--- config.mk ---
export PLATFORM = sky130hd
export DESIGN_NAME = frame_difference_motion_region_unit
export DESIGN_NICKNAME = d
export VERILOG_FILES = /design/src/rtl/fdmr_pkg.sv /design/src/rtl/fdmr_div.sv /design/src/rtl/fdmr_datapath.sv /design/src/rtl/fdmr_ctrl.sv /design/src/rtl/frame_difference_motion_region_unit.sv
export SDC_FILE = /design/constraint.sdc
export NUM_CORES = 1
export LEC_CHECK = 0
export ABC_CLOCK_PERIOD_IN_PS = 8300
export BUFFER_PORTS_ARGS = -buffer_cell sky130_fd_sc_hd__buf_2
export CORE_ASPECT_RATIO = 0.8
export CORE_UTILIZATION = 55
export CTS_BUF_LIST = sky130_fd_sc_hd__clkbuf_4 sky130_fd_sc_hd__clkbuf_8 sky130_fd_sc_hd__clkbuf_16
export DETAILED_ROUTE_END_ITERATION = 7
export GPL_TIMING_DRIVEN = 0
export PLACE_DENSITY = 0.79
export REMOVE_ABC_BUFFERS = 1
export SYNTH_ARGS = -nofsm -noshare
export SYNTH_HDL_FRONTEND = slang
export SYNTH_SLANG_ARGS = --single-unit
--- constraint.sdc ---
create_clock -name clk -period 8.3 [get_ports clk]
set_input_delay 1.66 -clock clk [delete_from_list [all_inputs] [get_ports clk]]
set_output_delay 1.66 -clock clk [all_outputs]
set_load 0.02 [all_outputs]
--- src/rtl/fdmr_pkg.sv ---
package fdmr_pkg;

  localparam int PIX_W       = 8;
  localparam int CNT_W       = 25;
  localparam int SUM_W       = 36;
  localparam int CFG_SIZE_W  = 13;
  localparam int CFG_DATA_W  = 25;
  localparam int CFG_IDX_W   = 2;
  localparam int OUT_COORD_W = 12;
  localparam int REGION_W    = 4;
  localparam int SIZE_EXT_W  = 15;
  localparam int DIV3_IN_W   = 17;
  localparam int COORD_BITS_DEF = 12;

  localparam logic [PIX_W-1:0]      PIX_MAX         = 8'd255;
  localparam logic [PIX_W-1:0]      DEF_THRESHOLD   = 8'd30;
  localparam logic [CNT_W-1:0]      DEF_MIN_CHANGED = 25'd100;
  localparam logic [CFG_SIZE_W-1:0] DEF_WIDTH       = 13'd640;
  localparam logic [CFG_SIZE_W-1:0] DEF_HEIGHT      = 13'd480;

  // 43691 / 2^17 is exact enough for floor(x / 3) over the whole 17-bit input
  localparam logic [15:0] RECIP3 = 16'd43691;

  typedef enum logic [CFG_IDX_W-1:0] {
    CFG_DIFF_THRESHOLD = 2'd0,
    CFG_MIN_CHANGED    = 2'd1,
    CFG_FRAME_WIDTH    = 2'd2,
    CFG_FRAME_HEIGHT   = 2'd3
  } cfg_idx_e_t;

  typedef enum logic {
    ST_PIXEL  = 1'b0,
    ST_DIVIDE = 1'b1
  } state_t;

  typedef struct packed {
    logic step;
    logic load_pix;
    logic div_start;
    logic load_div;
  } dp_cmd_t;

  typedef struct packed {
    logic frame_motion;
    logic div_done;
  } dp_status_t;

  function automatic logic [DIV3_IN_W-1:0] div3(input logic [DIV3_IN_W-1:0] x);
    logic [DIV3_IN_W+15:0] prod;
    begin
      prod = {16'd0, x} * {{DIV3_IN_W{1'b0}}, RECIP3};
      return DIV3_IN_W'(prod[DIV3_IN_W+15:DIV3_IN_W]);
    end
  endfunction

endpackage

--- src/rtl/fdmr_div.sv ---
module fdmr_div
  import fdmr_pkg::*;
(
  input  logic             clk,
  input  logic             rst_n,
  input  logic             start,
  input  logic [SUM_W-1:0] dividend,
  input  logic [CNT_W-1:0] divisor,
  output logic             done,
  output logic [SUM_W-1:0] quotient
);

  localparam int STEP_W = $clog2(SUM_W + 1);

  logic              busy_r;
  logic              done_r;
  logic [STEP_W-1:0] step_r;
  logic [SUM_W-1:0]  quo_r;
  logic [CNT_W-1:0]  rem_r;
  logic [CNT_W-1:0]  dsr_r;

  logic [CNT_W:0]    rem_sh;
  logic              fits;
  logic [CNT_W:0]    rem_sub;
  logic [CNT_W-1:0]  rem_nxt;

  // one restoring step per cycle, most significant dividend bit first
  always_comb begin
    rem_sh  = {rem_r, quo_r[SUM_W-1]};
    fits    = rem_sh >= {1'b0, dsr_r};
    rem_sub = rem_sh - {1'b0, dsr_r};
    rem_nxt = fits ? rem_sub[CNT_W-1:0] : rem_sh[CNT_W-1:0];
  end

  always_ff @(posedge clk) begin
    if (!rst_n) begin
      busy_r <= 1'b0;
      done_r <= 1'b0;
      step_r <= '0;
    end else begin
      done_r <= 1'b0;
      if (start) begin
        busy_r <= 1'b1;
        step_r <= '0;
      end else if (busy_r) begin
        step_r <= step_r + STEP_W'(1);
        if (step_r == STEP_W'(SUM_W - 1)) begin
          busy_r <= 1'b0;
          done_r <= 1'b1;
        end
      end
    end
  end

  always_ff @(posedge clk) begin
    if (start) begin
      quo_r <= dividend;
      rem_r <= '0;
      dsr_r <= divisor;
    end else if (busy_r) begin
      quo_r <= {quo_r[SUM_W-2:0], fits};
      rem_r <= rem_nxt;
    end
  end

  assign done     = done_r;
  assign quotient = quo_r;

endmodule

--- src/rtl/fdmr_datapath.sv ---
module fdmr_datapath
  import fdmr_pkg::*;
#(
  parameter int COORD_BITS = COORD_BITS_DEF
) (
  input  logic                   clk,
  input  logic                   rst_n,
  input  logic                   cfg_we,
  input  logic [CFG_IDX_W-1:0]   cfg_index,
  input  logic [CFG_DATA_W-1:0]  cfg_wdata,
  input  logic [PIX_W-1:0]       in_old_pixel,
  input  logic [PIX_W-1:0]       in_new_pixel,
  input  dp_cmd_t                cmd,
  output dp_status_t             status,
  output logic [PIX_W-1:0]       out_display_pixel,
  output logic                   out_frame_end,
  output logic                   out_motion_found,
  output logic [REGION_W-1:0]    out_region,
  output logic [OUT_COORD_W-1:0] out_center_x,
  output logic [OUT_COORD_W-1:0] out_center_y
);

  localparam logic [SIZE_EXT_W-1:0] SIZE_MAX = SIZE_EXT_W'(1) << COORD_BITS;

  function automatic logic [SIZE_EXT_W-1:0] clamp_size(input logic [CFG_SIZE_W-1:0] n);
    logic [SIZE_EXT_W-1:0] n_x;
    begin
      n_x = SIZE_EXT_W'(n);
      if (n_x < SIZE_EXT_W'(3)) return SIZE_EXT_W'(3);
      if (n_x > SIZE_MAX) return SIZE_MAX;
      return n_x;
    end
  endfunction

  function automatic logic [COORD_BITS-1:0] last_of(input logic [CFG_SIZE_W-1:0] n);
    logic [SIZE_EXT_W-1:0] sz;
    begin
      sz = clamp_size(n) - SIZE_EXT_W'(1);
      return sz[COORD_BITS-1:0];
    end
  endfunction

  function automatic logic [COORD_BITS-1:0] third_of(input logic [CFG_SIZE_W-1:0] n);
    logic [DIV3_IN_W-1:0] q;
    begin
      q = div3(DIV3_IN_W'(clamp_size(n)));
      return q[COORD_BITS-1:0];
    end
  endfunction

  function automatic logic [COORD_BITS-1:0] two_third_of(input logic [CFG_SIZE_W-1:0] n);
    logic [DIV3_IN_W-1:0] q;
    begin
      q = div3(DIV3_IN_W'({clamp_size(n), 1'b0}));
      return q[COORD_BITS-1:0];
    end
  endfunction

  function automatic logic [1:0] band(input logic [SUM_W-1:0] c,
                                      input logic [COORD_BITS-1:0] t1,
                                      input logic [COORD_BITS-1:0] t2);
    begin
      if (c < SUM_W'(t1)) return 2'd0;
      if (c < SUM_W'(t2)) return 2'd1;
      return 2'd2;
    end
  endfunction

  // configuration, kept in the derived form the pixel path needs
  logic [PIX_W-1:0]      thr_r;
  logic [CNT_W-1:0]      min_r;
  logic [COORD_BITS-1:0] w_last_r, w_t1_r, w_t2_r;
  logic [COORD_BITS-1:0] h_last_r, h_t1_r, h_t2_r;

  logic [COORD_BITS-1:0] col_r, row_r;
  logic [CNT_W-1:0]      count_r;
  logic [SUM_W-1:0]      sum_x_r, sum_y_r;
  logic [PIX_W-1:0]      pend_disp_r;

  logic [PIX_W-1:0]      disp_r;
  logic                  fend_r, motion_r;
  logic [REGION_W-1:0]   region_r;
  logic [OUT_COORD_W-1:0] cx_r, cy_r;

  logic [PIX_W-1:0] diff;
  logic             changed, on_grid, row_end, frame_last;
  logic [PIX_W-1:0] disp;
  logic [CNT_W-1:0] count_nxt;
  logic [SUM_W-1:0] sum_x_nxt, sum_y_nxt;
  logic             done_x, done_y;
  logic [SUM_W-1:0] quo_x, quo_y;
  logic [1:0]       band_x, band_y;
  logic [REGION_W-1:0] region;

  always_comb begin
    diff       = (in_old_pixel > in_new_pixel) ? in_old_pixel - in_new_pixel
                                               : in_new_pixel - in_old_pixel;
    changed    = diff > thr_r;
    on_grid    = (row_r == h_t1_r) || (row_r == h_t2_r) ||
                 (col_r == w_t1_r) || (col_r == w_t2_r);
    disp       = (changed || on_grid) ? PIX_MAX : in_new_pixel;
    row_end    = col_r >= w_last_r;
    frame_last = row_end && (row_r >= h_last_r);
    count_nxt  = (changed && (count_r != '1)) ? count_r + CNT_W'(1) : count_r;
    sum_x_nxt  = changed ? sum_x_r + SUM_W'(col_r) : sum_x_r;
    sum_y_nxt  = changed ? sum_y_r + SUM_W'(row_r) : sum_y_r;
  end

  assign status.frame_motion = frame_last && (count_nxt > min_r);
  assign status.div_done     = done_x && done_y;

  always_ff @(posedge clk) begin
    if (!rst_n) begin
      thr_r    <= DEF_THRESHOLD;
      min_r    <= DEF_MIN_CHANGED;
      w_last_r <= last_of(DEF_WIDTH);
      w_t1_r   <= third_of(DEF_WIDTH);
      w_t2_r   <= two_third_of(DEF_WIDTH);
      h_last_r <= last_of(DEF_HEIGHT);
      h_t1_r   <= third_of(DEF_HEIGHT);
      h_t2_r   <= two_third_of(DEF_HEIGHT);
    end else if (cfg_we) begin
      unique case (cfg_index)
        CFG_DIFF_THRESHOLD: thr_r <= cfg_wdata[PIX_W-1:0];
        CFG_MIN_CHANGED:    min_r <= cfg_wdata[CNT_W-1:0];
        CFG_FRAME_WIDTH: begin
          w_last_r <= last_of(cfg_wdata[CFG_SIZE_W-1:0]);
          w_t1_r   <= third_of(cfg_wdata[CFG_SIZE_W-1:0]);
          w_t2_r   <= two_third_of(cfg_wdata[CFG_SIZE_W-1:0]);
        end
        CFG_FRAME_HEIGHT: begin
          h_last_r <= last_of(cfg_wdata[CFG_SIZE_W-1:0]);
          h_t1_r   <= third_of(cfg_wdata[CFG_SIZE_W-1:0]);
          h_t2_r   <= two_third_of(cfg_wdata[CFG_SIZE_W-1:0]);
        end
        default: ;
      endcase
    end
  end

  // raster position and accumulators
  always_ff @(posedge clk) begin
    if (!rst_n) begin
      col_r   <= '0;
      row_r   <= '0;
      count_r <= '0;
      sum_x_r <= '0;
      sum_y_r <= '0;
    end else if (cmd.step) begin
      if (frame_last) begin
        col_r   <= '0;
        row_r   <= '0;
        count_r <= '0;
        sum_x_r <= '0;
        sum_y_r <= '0;
      end else begin
        count_r <= count_nxt;
        sum_x_r <= sum_x_nxt;
        sum_y_r <= sum_y_nxt;
        if (row_end) begin
          col_r <= '0;
          row_r <= row_r + COORD_BITS'(1);
        end else begin
          col_r <= col_r + COORD_BITS'(1);
        end
      end
    end
  end

  fdmr_div u_div_x (
    .clk      (clk),
    .rst_n    (rst_n),
    .start    (cmd.div_start),
    .dividend (sum_x_nxt),
    .divisor  (count_nxt),
    .done     (done_x),
    .quotient (quo_x)
  );

  fdmr_div u_div_y (
    .clk      (clk),
    .rst_n    (rst_n),
    .start    (cmd.div_start),
    .dividend (sum_y_nxt),
    .divisor  (count_nxt),
    .done     (done_y),
    .quotient (quo_y)
  );

  always_comb begin
    band_x = band(quo_x, w_t1_r, w_t2_r);
    band_y = band(quo_y, h_t1_r, h_t2_r);
    region = REGION_W'({band_y, 1'b0}) + REGION_W'(band_y) + REGION_W'(band_x)
           + REGION_W'(1);
  end

  always_ff @(posedge clk) begin
    if (cmd.div_start) begin
      pend_disp_r <= disp;
    end
    if (cmd.load_pix) begin
      disp_r   <= disp;
      fend_r   <= frame_last;
      motion_r <= 1'b0;
      region_r <= '0;
      cx_r     <= '0;
      cy_r     <= '0;
    end else if (cmd.load_div) begin
      disp_r   <= pend_disp_r;
      fend_r   <= 1'b1;
      motion_r <= 1'b1;
      region_r <= region;
      cx_r     <= quo_x[OUT_COORD_W-1:0];
      cy_r     <= quo_y[OUT_COORD_W-1:0];
    end
  end

  assign out_display_pixel = disp_r;
  assign out_frame_end     = fend_r;
  assign out_motion_found  = motion_r;
  assign out_region        = region_r;
  assign out_center_x      = cx_r;
  assign out_center_y      = cy_r;

endmodule

--- src/rtl/fdmr_ctrl.sv ---
module fdmr_ctrl
  import fdmr_pkg::*;
(
  input  logic       clk,
  input  logic       rst_n,
  input  logic       in_valid,
  output logic       in_stall,
  output logic       out_valid,
  input  logic       out_stall,
  input  dp_status_t status,
  output dp_cmd_t    cmd
);

  state_t state_r, state_nxt;
  logic   out_valid_r, out_valid_nxt;
  logic   out_free;

  assign out_free = !out_valid_r || !out_stall;

  always_comb begin
    state_nxt = state_r;
    unique case (state_r)
      ST_PIXEL: begin
        if (cmd.div_start) state_nxt = ST_DIVIDE;
      end
      ST_DIVIDE: begin
        if (status.div_done) state_nxt = ST_PIXEL;
      end
      default: state_nxt = ST_PIXEL;
    endcase
  end

  always_comb begin
    in_stall      = 1'b1;
    cmd           = '0;
    unique case (state_r)
      ST_PIXEL: begin
        in_stall      = !out_free;
        cmd.step      = in_valid && out_free;
        cmd.load_pix  = cmd.step && !status.frame_motion;
        cmd.div_start = cmd.step && status.frame_motion;
      end
      ST_DIVIDE: begin
        cmd.load_div = status.div_done;
      end
      default: ;
    endcase
    out_valid_nxt = (cmd.load_pix || cmd.load_div) || (out_valid_r && out_stall);
  end

  always_ff @(posedge clk) begin
    if (!rst_n) begin
      state_r     <= ST_PIXEL;
      out_valid_r <= 1'b0;
    end else begin
      state_r     <= state_nxt;
      out_valid_r <= out_valid_nxt;
    end
  end

  assign out_valid = out_valid_r;

endmodule

--- src/rtl/frame_difference_motion_region_unit.sv ---
// channel  | direction | handshake           | payload
// ---------+-----------+---------------------+-------------------------------------------
// in       | input     | in_valid / in_stall | in_old_pixel, in_new_pixel
// out      | output    | out_valid/out_stall | out_display_pixel, out_frame_end,
//          |           |                     | out_motion_found, out_region, out_center_x/y
// cfg      | input     | cfg_we              | cfg_index, cfg_wdata
//
// A pixel request is taken every cycle while in_stall is low; its result is registered
// in the output register. The last pixel of a frame with motion holds the input while
// the two centroid dividers run one quotient bit per cycle over the 36-bit sums.
// Reset (rst_n low, synchronous) restores the default registers and clears position,
// count and sums. A stalled result holds the output register and stalls the input.
module frame_difference_motion_region_unit
  import fdmr_pkg::*;
#(
  parameter int COORD_BITS = COORD_BITS_DEF
) (
  input  logic                   clk,
  input  logic                   rst_n,
  // configuration writes
  input  logic                   cfg_we,
  input  logic [CFG_IDX_W-1:0]   cfg_index,
  input  logic [CFG_DATA_W-1:0]  cfg_wdata,
  // pixel requests
  input  logic                   in_valid,
  output logic                   in_stall,
  input  logic [PIX_W-1:0]       in_old_pixel,
  input  logic [PIX_W-1:0]       in_new_pixel,
  // results
  output logic                   out_valid,
  input  logic                   out_stall,
  output logic [PIX_W-1:0]       out_display_pixel,
  output logic                   out_frame_end,
  output logic                   out_motion_found,
  output logic [REGION_W-1:0]    out_region,
  output logic [OUT_COORD_W-1:0] out_center_x,
  output logic [OUT_COORD_W-1:0] out_center_y
);

  dp_cmd_t    cmd;
  dp_status_t status;

  // sequencing: pixel acceptance, divider launch and result loading
  fdmr_ctrl u_ctrl (
    .clk       (clk),
    .rst_n     (rst_n),
    .in_valid  (in_valid),
    .in_stall  (in_stall),
    .out_valid (out_valid),
    .out_stall (out_stall),
    .status    (status),
    .cmd       (cmd)
  );

  // pixel path, accumulators, dividers and result register
  fdmr_datapath #(
    .COORD_BITS (COORD_BITS)
  ) u_datapath (
    .clk               (clk),
    .rst_n             (rst_n),
    .cfg_we            (cfg_we),
    .cfg_index         (cfg_index),
    .cfg_wdata         (cfg_wdata),
    .in_old_pixel      (in_old_pixel),
    .in_new_pixel      (in_new_pixel),
    .cmd               (cmd),
    .status            (status),
    .out_display_pixel (out_display_pixel),
    .out_frame_end     (out_frame_end),
    .out_motion_found  (out_motion_found),
    .out_region        (out_region),
    .out_center_x      (out_center_x),
    .out_center_y      (out_center_y)
  );

  // launching the dividers frees the output register for the summary
  a_div_start_frees_out: assert property (@(posedge clk) disable iff (!rst_n)
    cmd.div_start |=> !out_valid)
    else $error("output still occupied while centroid division runs");

  // no pixel request may slip in while the dividers finish
  a_done_blocks_input: assert property (@(posedge clk) disable iff (!rst_n)
    status.div_done |-> in_stall)
    else $error("input accepted during centroid division");

  // summary fields stay zero away from frame end
  a_summary_zero: assert property (@(posedge clk) disable iff (!rst_n)
    (out_valid && !out_frame_end) |-> (!out_motion_found && out_region == '0))
    else $error("summary fields set off frame end");

  // a motion report always carries a region from one to nine
  a_region_range: assert property (@(posedge clk) disable iff (!rst_n)
    (out_valid && out_motion_found) |->
      (out_region != '0 && out_region <= REGION_W'(9)))
    else $error("region out of range on motion report");

endmodule

==> results of run 1 <==
cells by family after synthesis:
logic type | count (synthesis) | share of synthesized area (%)
AOI/OAI and AO/OA | 817 | 18.23
buffers and inverters | 430 | 5.835
DFF | 415 | 33.16
adders and majority gates | 360 | 17.41
and+or+nand+nor | 1008 | 16.67
muxes | 58 | 2.090
xor gates and xnor gates | 215 | 6.608
state kept, by name, summed over array words and instances (netlist names), 25 cells and up:
name                         flops
u_datapath.sum_x_r              36
u_datapath.sum_y_r              36
u_datapath.u_div_x.quotient     36
u_datapath.u_div_y.quotient     36
u_datapath.count_r              25
u_datapath.min_r                25
u_datapath.u_div_x.dsr_r        25
u_datapath.u_div_x.rem_r        25
u_datapath.u_div_y.rem_r        25
routing by layer:
metal,vias to the layer above,routed length (um),global-route usage [%]
li1,11790,-,-
met1,11640,34070,39.54
met2,1065,34500,45.41
met3,187,7548,5.543
met4,0,2693,10.20
met5,-,0,0.8333
report_power, final:
group / switching (uW) / internal [uW]
Sequential: 54.6 / 2130
Combinational: 983 / 621
Clock: 915 / 1200
Total: 1950 / 3960
through the flow:
step | instances | util, % | setup slack, ns | setup TNS, ns
2_1_floorplan | 3156 | - | -2.761 | -576.67
3_3_place_gp | 3927 | 57.11 | -7.507 | -1903.32
3_5_place_dp | 3942 | 57.92 | -2.954 | -634.83
4_1_cts | 4051 | 61.87 | 0.01253 | 0
5_1_grt | 4088 | 63.09 | -0.2752 | -43.18
6_report | 4088 | 63.09 | -0.09775 | -3.615
worst max path at each step:
stage	to	slack, ns	cells after the start
6_report	u_datapath.u_div_x.quotient[17]	-0.1	34
5_1_grt	u_datapath.u_div_x.quotient[33]	-0.28	34
4_1_cts	u_datapath.u_div_x.quotient[2]	0.01	34
3_5_place_dp	u_datapath.u_div_x.quotient[2]	-2.95	33
3_3_place_gp	u_datapath.u_div_y.quotient[0]	-7.51	32
2_1_floorplan	u_datapath.u_div_x.quotient[2]	-2.76	30
worst max-delay path: cells and delay by family:
| family | cells | cell delay, ns |
|---|---|---|
| simple gates | 10 | 1.99 |
| fa+ha+maj | 4 | 1.04 |
| compound gates | 11 | 2.65 |
| xor+xnor | 2 | 0.31 |
| buf+inv | 7 | 1.04 |
area by class of cell:
class	count	area (um^2)	share of cell area, %
Multi-Input combinational cell	2459	17810	55.24
Timing Repair Buffer	160	1433	4.443
Clock inverter	24	251.5	0.7800
Clock buffer	60	1292	4.009
Sequential cell	415	9452	29.31
Inverter	283	1091	3.384
Timing Repair inverter	3	57.56	0.1785
Tap cell	684	855.8	2.654
cell usage in the layout (no fill, tap or decap), types with 11 or more instances in the layout:
cell type and n:
nand4_1 53, a21oi_1 285, buf_4 41, dfxtp_1 299, nand2_1 308, o31ai_1 18
nor2_1 300, o21ai_0 113, nand2b_1 26, fa_1 60, or3_1 31, clkbuf_16 51
buf_2 88, ha_1 298, edfxtp_1 114, nand3_1 67, nor4_1 40, o211ai_1 29
a21o_1 113, o21a_1 24, buf_12 11, o21bai_1 14, mux2_2 11, a22oi_1 12
nor3_1 36, inv_1 281, mux2i_1 46, nor2b_1 14, and2_1 13, xnor2_1 87
a31oi_1 34, xor2_1 121, a211oi_1 69, and3_1 40
repair_timing:
item / 4_1_cts / 5_1_grt
hold buffers: 0 / 0
gates resized for setup: 29 / 47
hold endpoints to repair: 0 / 0
cloned: 7 / 7
setup buffers: 18 / 29
setup endpoints to repair: 291 / 293
pin swaps: 13 / 22
==> flow_metrics.py, run 1 <==
metrics = {
    "status": {
        "outcome": "finished with violations",
        "failed_checks": "setup timing",
    },
    "clock_tree": {
        "clk_pin_slew_ns": 0.06,
        "cts_root_buf": "clkbuf_16",
        "cts_htree_levels": 2,
        "cts_tree": "done",
        "cts_sinks": 415,
        "cts_made_buffers": 45,
        "clock_path_buffers": 3,
        "clk-insertion-delay-late_ns": 0.61,
    },
    "job": {
        "maxCapViolCount": 0,
    },
    "yosys": {
        "synth_area_leader_cell": "dfxtp_1",
        "synth_seq_cells": 415,
        "synth_commonest_cells": "313 x nand2_1, 304 x nor2_1, 301 x dfxtp_1, 299 x ha_1, 291 x a21oi_1",
        "synthTopCellsByArea": "dfxtp_1 21%, ha_1 13%, edfxtp_1 12%",
        "postSynthAreaPerCell_um2": 8.628,
        "synth_most_common_cell": "nand2_1",
        "netlist.area_leader.share_pct": 21.15,
        "synth_ff_type": "dfxtp_1",
        "synth_edf_count": 114,
        "syn_inst": 3303,
        "yosys_warnings": 0,
        "yosysSeqAreaShare_pct": 33.16,
        "synth_area_mm2": 0.02850,
        "ys_types": 89,
        "async_flop_share_pct": 0,
    },
    "die": {
        "chipHeight_um": 205.6,
        "core_area_mm2": 0.05111,
        "dieArea_mm2": 0.05273,
        "num_io_pins": 88,
        "start_util_pct": 55.76,
        "rows": 74,
        "fp.dieW_um": 256.5,
    },
    "timing": {
        "holdWs_ns": 0.4507,
        "hold_viol": 0,
        "setup_violations": 86,
        "period_minus_slack_ns": 8.398,
        "drv_slew": 0,
        "clock_skew_ns": 0.03111,
        "relSlewSlack_pct": 7.854,
        "setup_slack_ns": -0.09775,
        "period_share_pct": 101.2,
        "fmax_mhz": 119.1,
        "rsz0062_at_grt": "yes",
        "worst_pin_slew_ns": 1.382,
    },
    "detailed_routing": {
        "num_vias": 24690,
        "drtPass1Iterations": 6,
        "drc": 0,
        "wl_per_cell_um": 19.28,
        "routed_wl_um": 78810,
        "drt-initial-drc-count": 2355,
        "postRouteAntennaNets": 0,
        "viasPerCell": 6.040,
    },
    "critical_path": {
        "cpPeakStageDelay_ns": 0.42,
        "r2r_end": "u_datapath.u_div_x.quotient[17]",
        "path_max_fanout": 10,
        "worstReg2RegStart": "u_datapath.count_r[2]",
        "startpoint": "in_old_pixel[0]",
        "worstPathArrival_ns": 8.69,
        "crit_slowest_cell": "a2111oi_4",
        "r2r_setup_slack_ns": 3.09,
        "path_class": "in2reg",
        "startpoint_type": "input port",
        "crit_path_end_kind": "flip-flop",
        "crit_required_ns": 8.60,
        "reg2regPathDepth": 21,
        "crit_path_frequent_cell": "ha_1",
    },
    "global_route": {
        "gr-total-overflow": 0,
        "grt_start_max_net_pins": 66,
        "first_global_vias": 23040,
        "grt_pass1_wl_um": 122400,
        "antenna_found_initial": 1,
        "gr-usage-all-layers_pct": 28.86,
    },
    "final_layout": {
        "drive_above_1_share_pct": 9.959,
        "nets": 3775,
        "syn_to_final_growth_pct": 13.15,
        "num-fill-cells": 4142,
        "num_antenna_cells": 0,
        "fin_area_mm2": 0.03224,
    },
    "place": {
        "hpwl_um": 52700,
        "dpl_cell_area_mm2": 0.02960,
        "port_buffers": 87,
        "gp_congestion": 0.9194,
    },
    "hold_path": {
        "holdPathStages": 2,
        "min_from": "u_datapath.out_center_x[9]",
        "hold_end": "u_datapath.out_center_x[9]",
        "hold_class": "reg2reg",
    },
    "pwr": {
        "vdd_drop_max_v": 0.0002125,
        "power_uw": 5908,
        "p_per_area_mw_per_mm2": 183.2,
        "leakagePower_uw": 0.01441,
    },
}
Power figures use the tool's default switching activity.
==> run 2, diff against run 1 <==
CORE_ASPECT_RATIO = 1.2   (was 0.8)
==> flow_metrics.py, run 2 (same netlist as run 1, synthesis figures left out) <==
metrics = {
    "final_layout": {
        "syn_to_final_growth_pct": 11.92,
        "fin_area_mm2": 0.03189,
        "nets": 3763,
        "mostFrequentLayoutCells": "310 x nand2_1, 301 x nor2_1, 299 x ha_1, 299 x dfxtp_1, 285 x a21oi_1",
        "finalNonFillerCells": 4045,
        "final_common_cell": "nand2_1",
        "drive_above_1_share_pct": 9.348,
    },
    "status": {
        "outcome": "finished clean",
    },
    "die": {
        "fp.dieW_um": 209.8,
        "chipHeight_um": 251.4,
        "num_io_pins": 88,
        "start_util_pct": 55.62,
        "core_area_mm2": 0.05124,
        "dieArea_mm2": 0.05273,
        "rows": 91,
    },
    "detailed_routing": {
        "num_vias": 24420,
        "routed_wl_um": 77020,
        "wl_per_cell_um": 19.04,
        "drtPass1Iterations": 7,
        "drc": 0,
        "drt-initial-drc-count": 1875,
        "postRouteAntennaNets": 0,
        "viasPerCell": 6.038,
    },
    "clock_tree": {
        "clk_pin_slew_ns": 0.07,
        "hold_buffers": 0,
        "clk-insertion-delay-late_ns": 0.62,
        "cts_sinks": 415,
        "cts_made_buffers": 44,
        "cts_root_buf": "clkbuf_16",
        "clock_path_buffers": 3,
        "cts_tree": "done",
        "cts_htree_levels": 2,
    },
    "timing": {
        "period_share_pct": 98.97,
        "fmax_mhz": 121.7,
        "drv_slew": 0,
        "relSlewSlack_pct": 6.657,
        "period_minus_slack_ns": 8.215,
        "worst_pin_slew_ns": 1.396,
        "hold_viol": 0,
        "clock_skew_ns": 0.03718,
        "setup_violations": 0,
    },
    "critical_path": {
        "path_max_fanout": 10,
        "startpoint_type": "input port",
        "crit_slowest_cell": "o311ai_1",
        "crit_path_end_kind": "flip-flop",
        "cpPeakStageDelay_ns": 0.53,
        "crit_path_frequent_cell": "ha_1",
        "path_class": "in2reg",
        "worstPathArrival_ns": 8.58,
        "crit_required_ns": 8.67,
    },
    "hold_path": {
        "hold_class": "reg2reg",
    },
    "global_route": {
        "grt_pass1_wl_um": 119700,
        "first_global_vias": 23490,
        "grt_start_max_net_pins": 76,
        "gr-usage-all-layers_pct": 28.21,
        "antenna_found_initial": 2,
        "gr-total-overflow": 0,
    },
    "place": {
        "dp.cells": 3907,
        "port_buffers": 87,
        "gp_congestion": 0.9101,
        "hpwl_um": 52060,
        "dpl_cell_area_mm2": 0.02954,
    },
    "pwr": {
        "vdd_drop_max_v": 0.0001832,
        "p_per_area_mw_per_mm2": 181.6,
        "leakagePower_uw": 0.01426,
    },
    "job": {
        "maxCapViolCount": 0,
    },
}
-- run 2: cell count changes in the layout (fill, tap and decap cells not counted), moves of 4 or more --
cell / previous run / this run
clkinv_4: 2 / 8
buf_12: 11 / 6
xnor2_2: 7 / 3
xnor2_1: 87 / 91
clkbuf_8: 3 / 7
-- run 2: final cells by class --
cell class,instances,area (um^2)
inverter,283,1081
clock inverter,21,196.4
fill,4237,19340
timing repair buffer,150,1291
clock buffer,61,1325
antenna,3,7.507
timing repair inverter,2,17.52
multi-input combinational,2459,17710
tap,651,814.5
sequential,415,9452
-- run 2: final timing paths --
check	start	to	slack, ns	depth (start not counted)
hold / removal	u_datapath.out_center_y[9]	u_datapath.out_center_y[9]	0.45	2
setup / recovery	in_old_pixel[0]	u_datapath.u_div_y.quotient[2]	0.09	33
hold reg to reg	u_datapath.out_center_y[9]	u_datapath.out_center_y[9]	0.45	2
setup reg to reg	u_datapath.count_r[2]	u_datapath.u_div_y.quotient[2]	2.94	21
-- run 2: routing by layer --
| layer | vias to the layer above | part of all wire, % | global-route usage (%) |
|---|---|---|---|
| met5 | - | 0 | 0 |
| met4 | 0 | 5.9 | 16.00 |
| met3 | 252 | 6.6 | 4.597 |
| met2 | 838 | 48 | 48.08 |
| met1 | 11560 | 40 | 33.69 |
| li1 | 11770 | - | - |
-- run 2: worst max-delay path, delay by kind of cell --
kind / cells / cell delay [ns]
compound gates: 11 / 2.63
simple gates: 9 / 1.64
fa+ha+maj: 4 / 1.11
buf+inv: 6 / 0.82
xor+xnor: 2 / 0.35
mux: 1 / 0.33
-- run 2: power breakdown --
group / switching [uW] / internal, uW / total, uW
registers: 56.4 / 2130 / 2190
logic: 957 / 600 / 1560
clock network: 907 / 1140 / 2050
-- run 2: what timing repair did --
action                                 in CTS  in global routing
buffers inserted                           16                 25
pin swaps                                   8                 13
setup endpoints to repair                 293                297
endpoints found under the hold margin       0                  0
gates resized for setup                    20                 31
cloned                                      6                  7
-- run 2: through the flow --
step	total power (uW)	setup slack [ns]	hold slack [ns]	util, %	setup TNS, ns
after CTS	5735	0.007943	0.4521	61.34	0
final	5793	0.08544	0.4499	62.25	0
after detailed placement	3685	-2.914	0.4435	57.65	-636.10
after floorplan	3224	-2.761	0.4363	-	-576.67
after global placement	3619	-7.427	0.4403	56.89	-1877.30
after global routing	6070	-0.1238	0.4697	62.23	-10.79
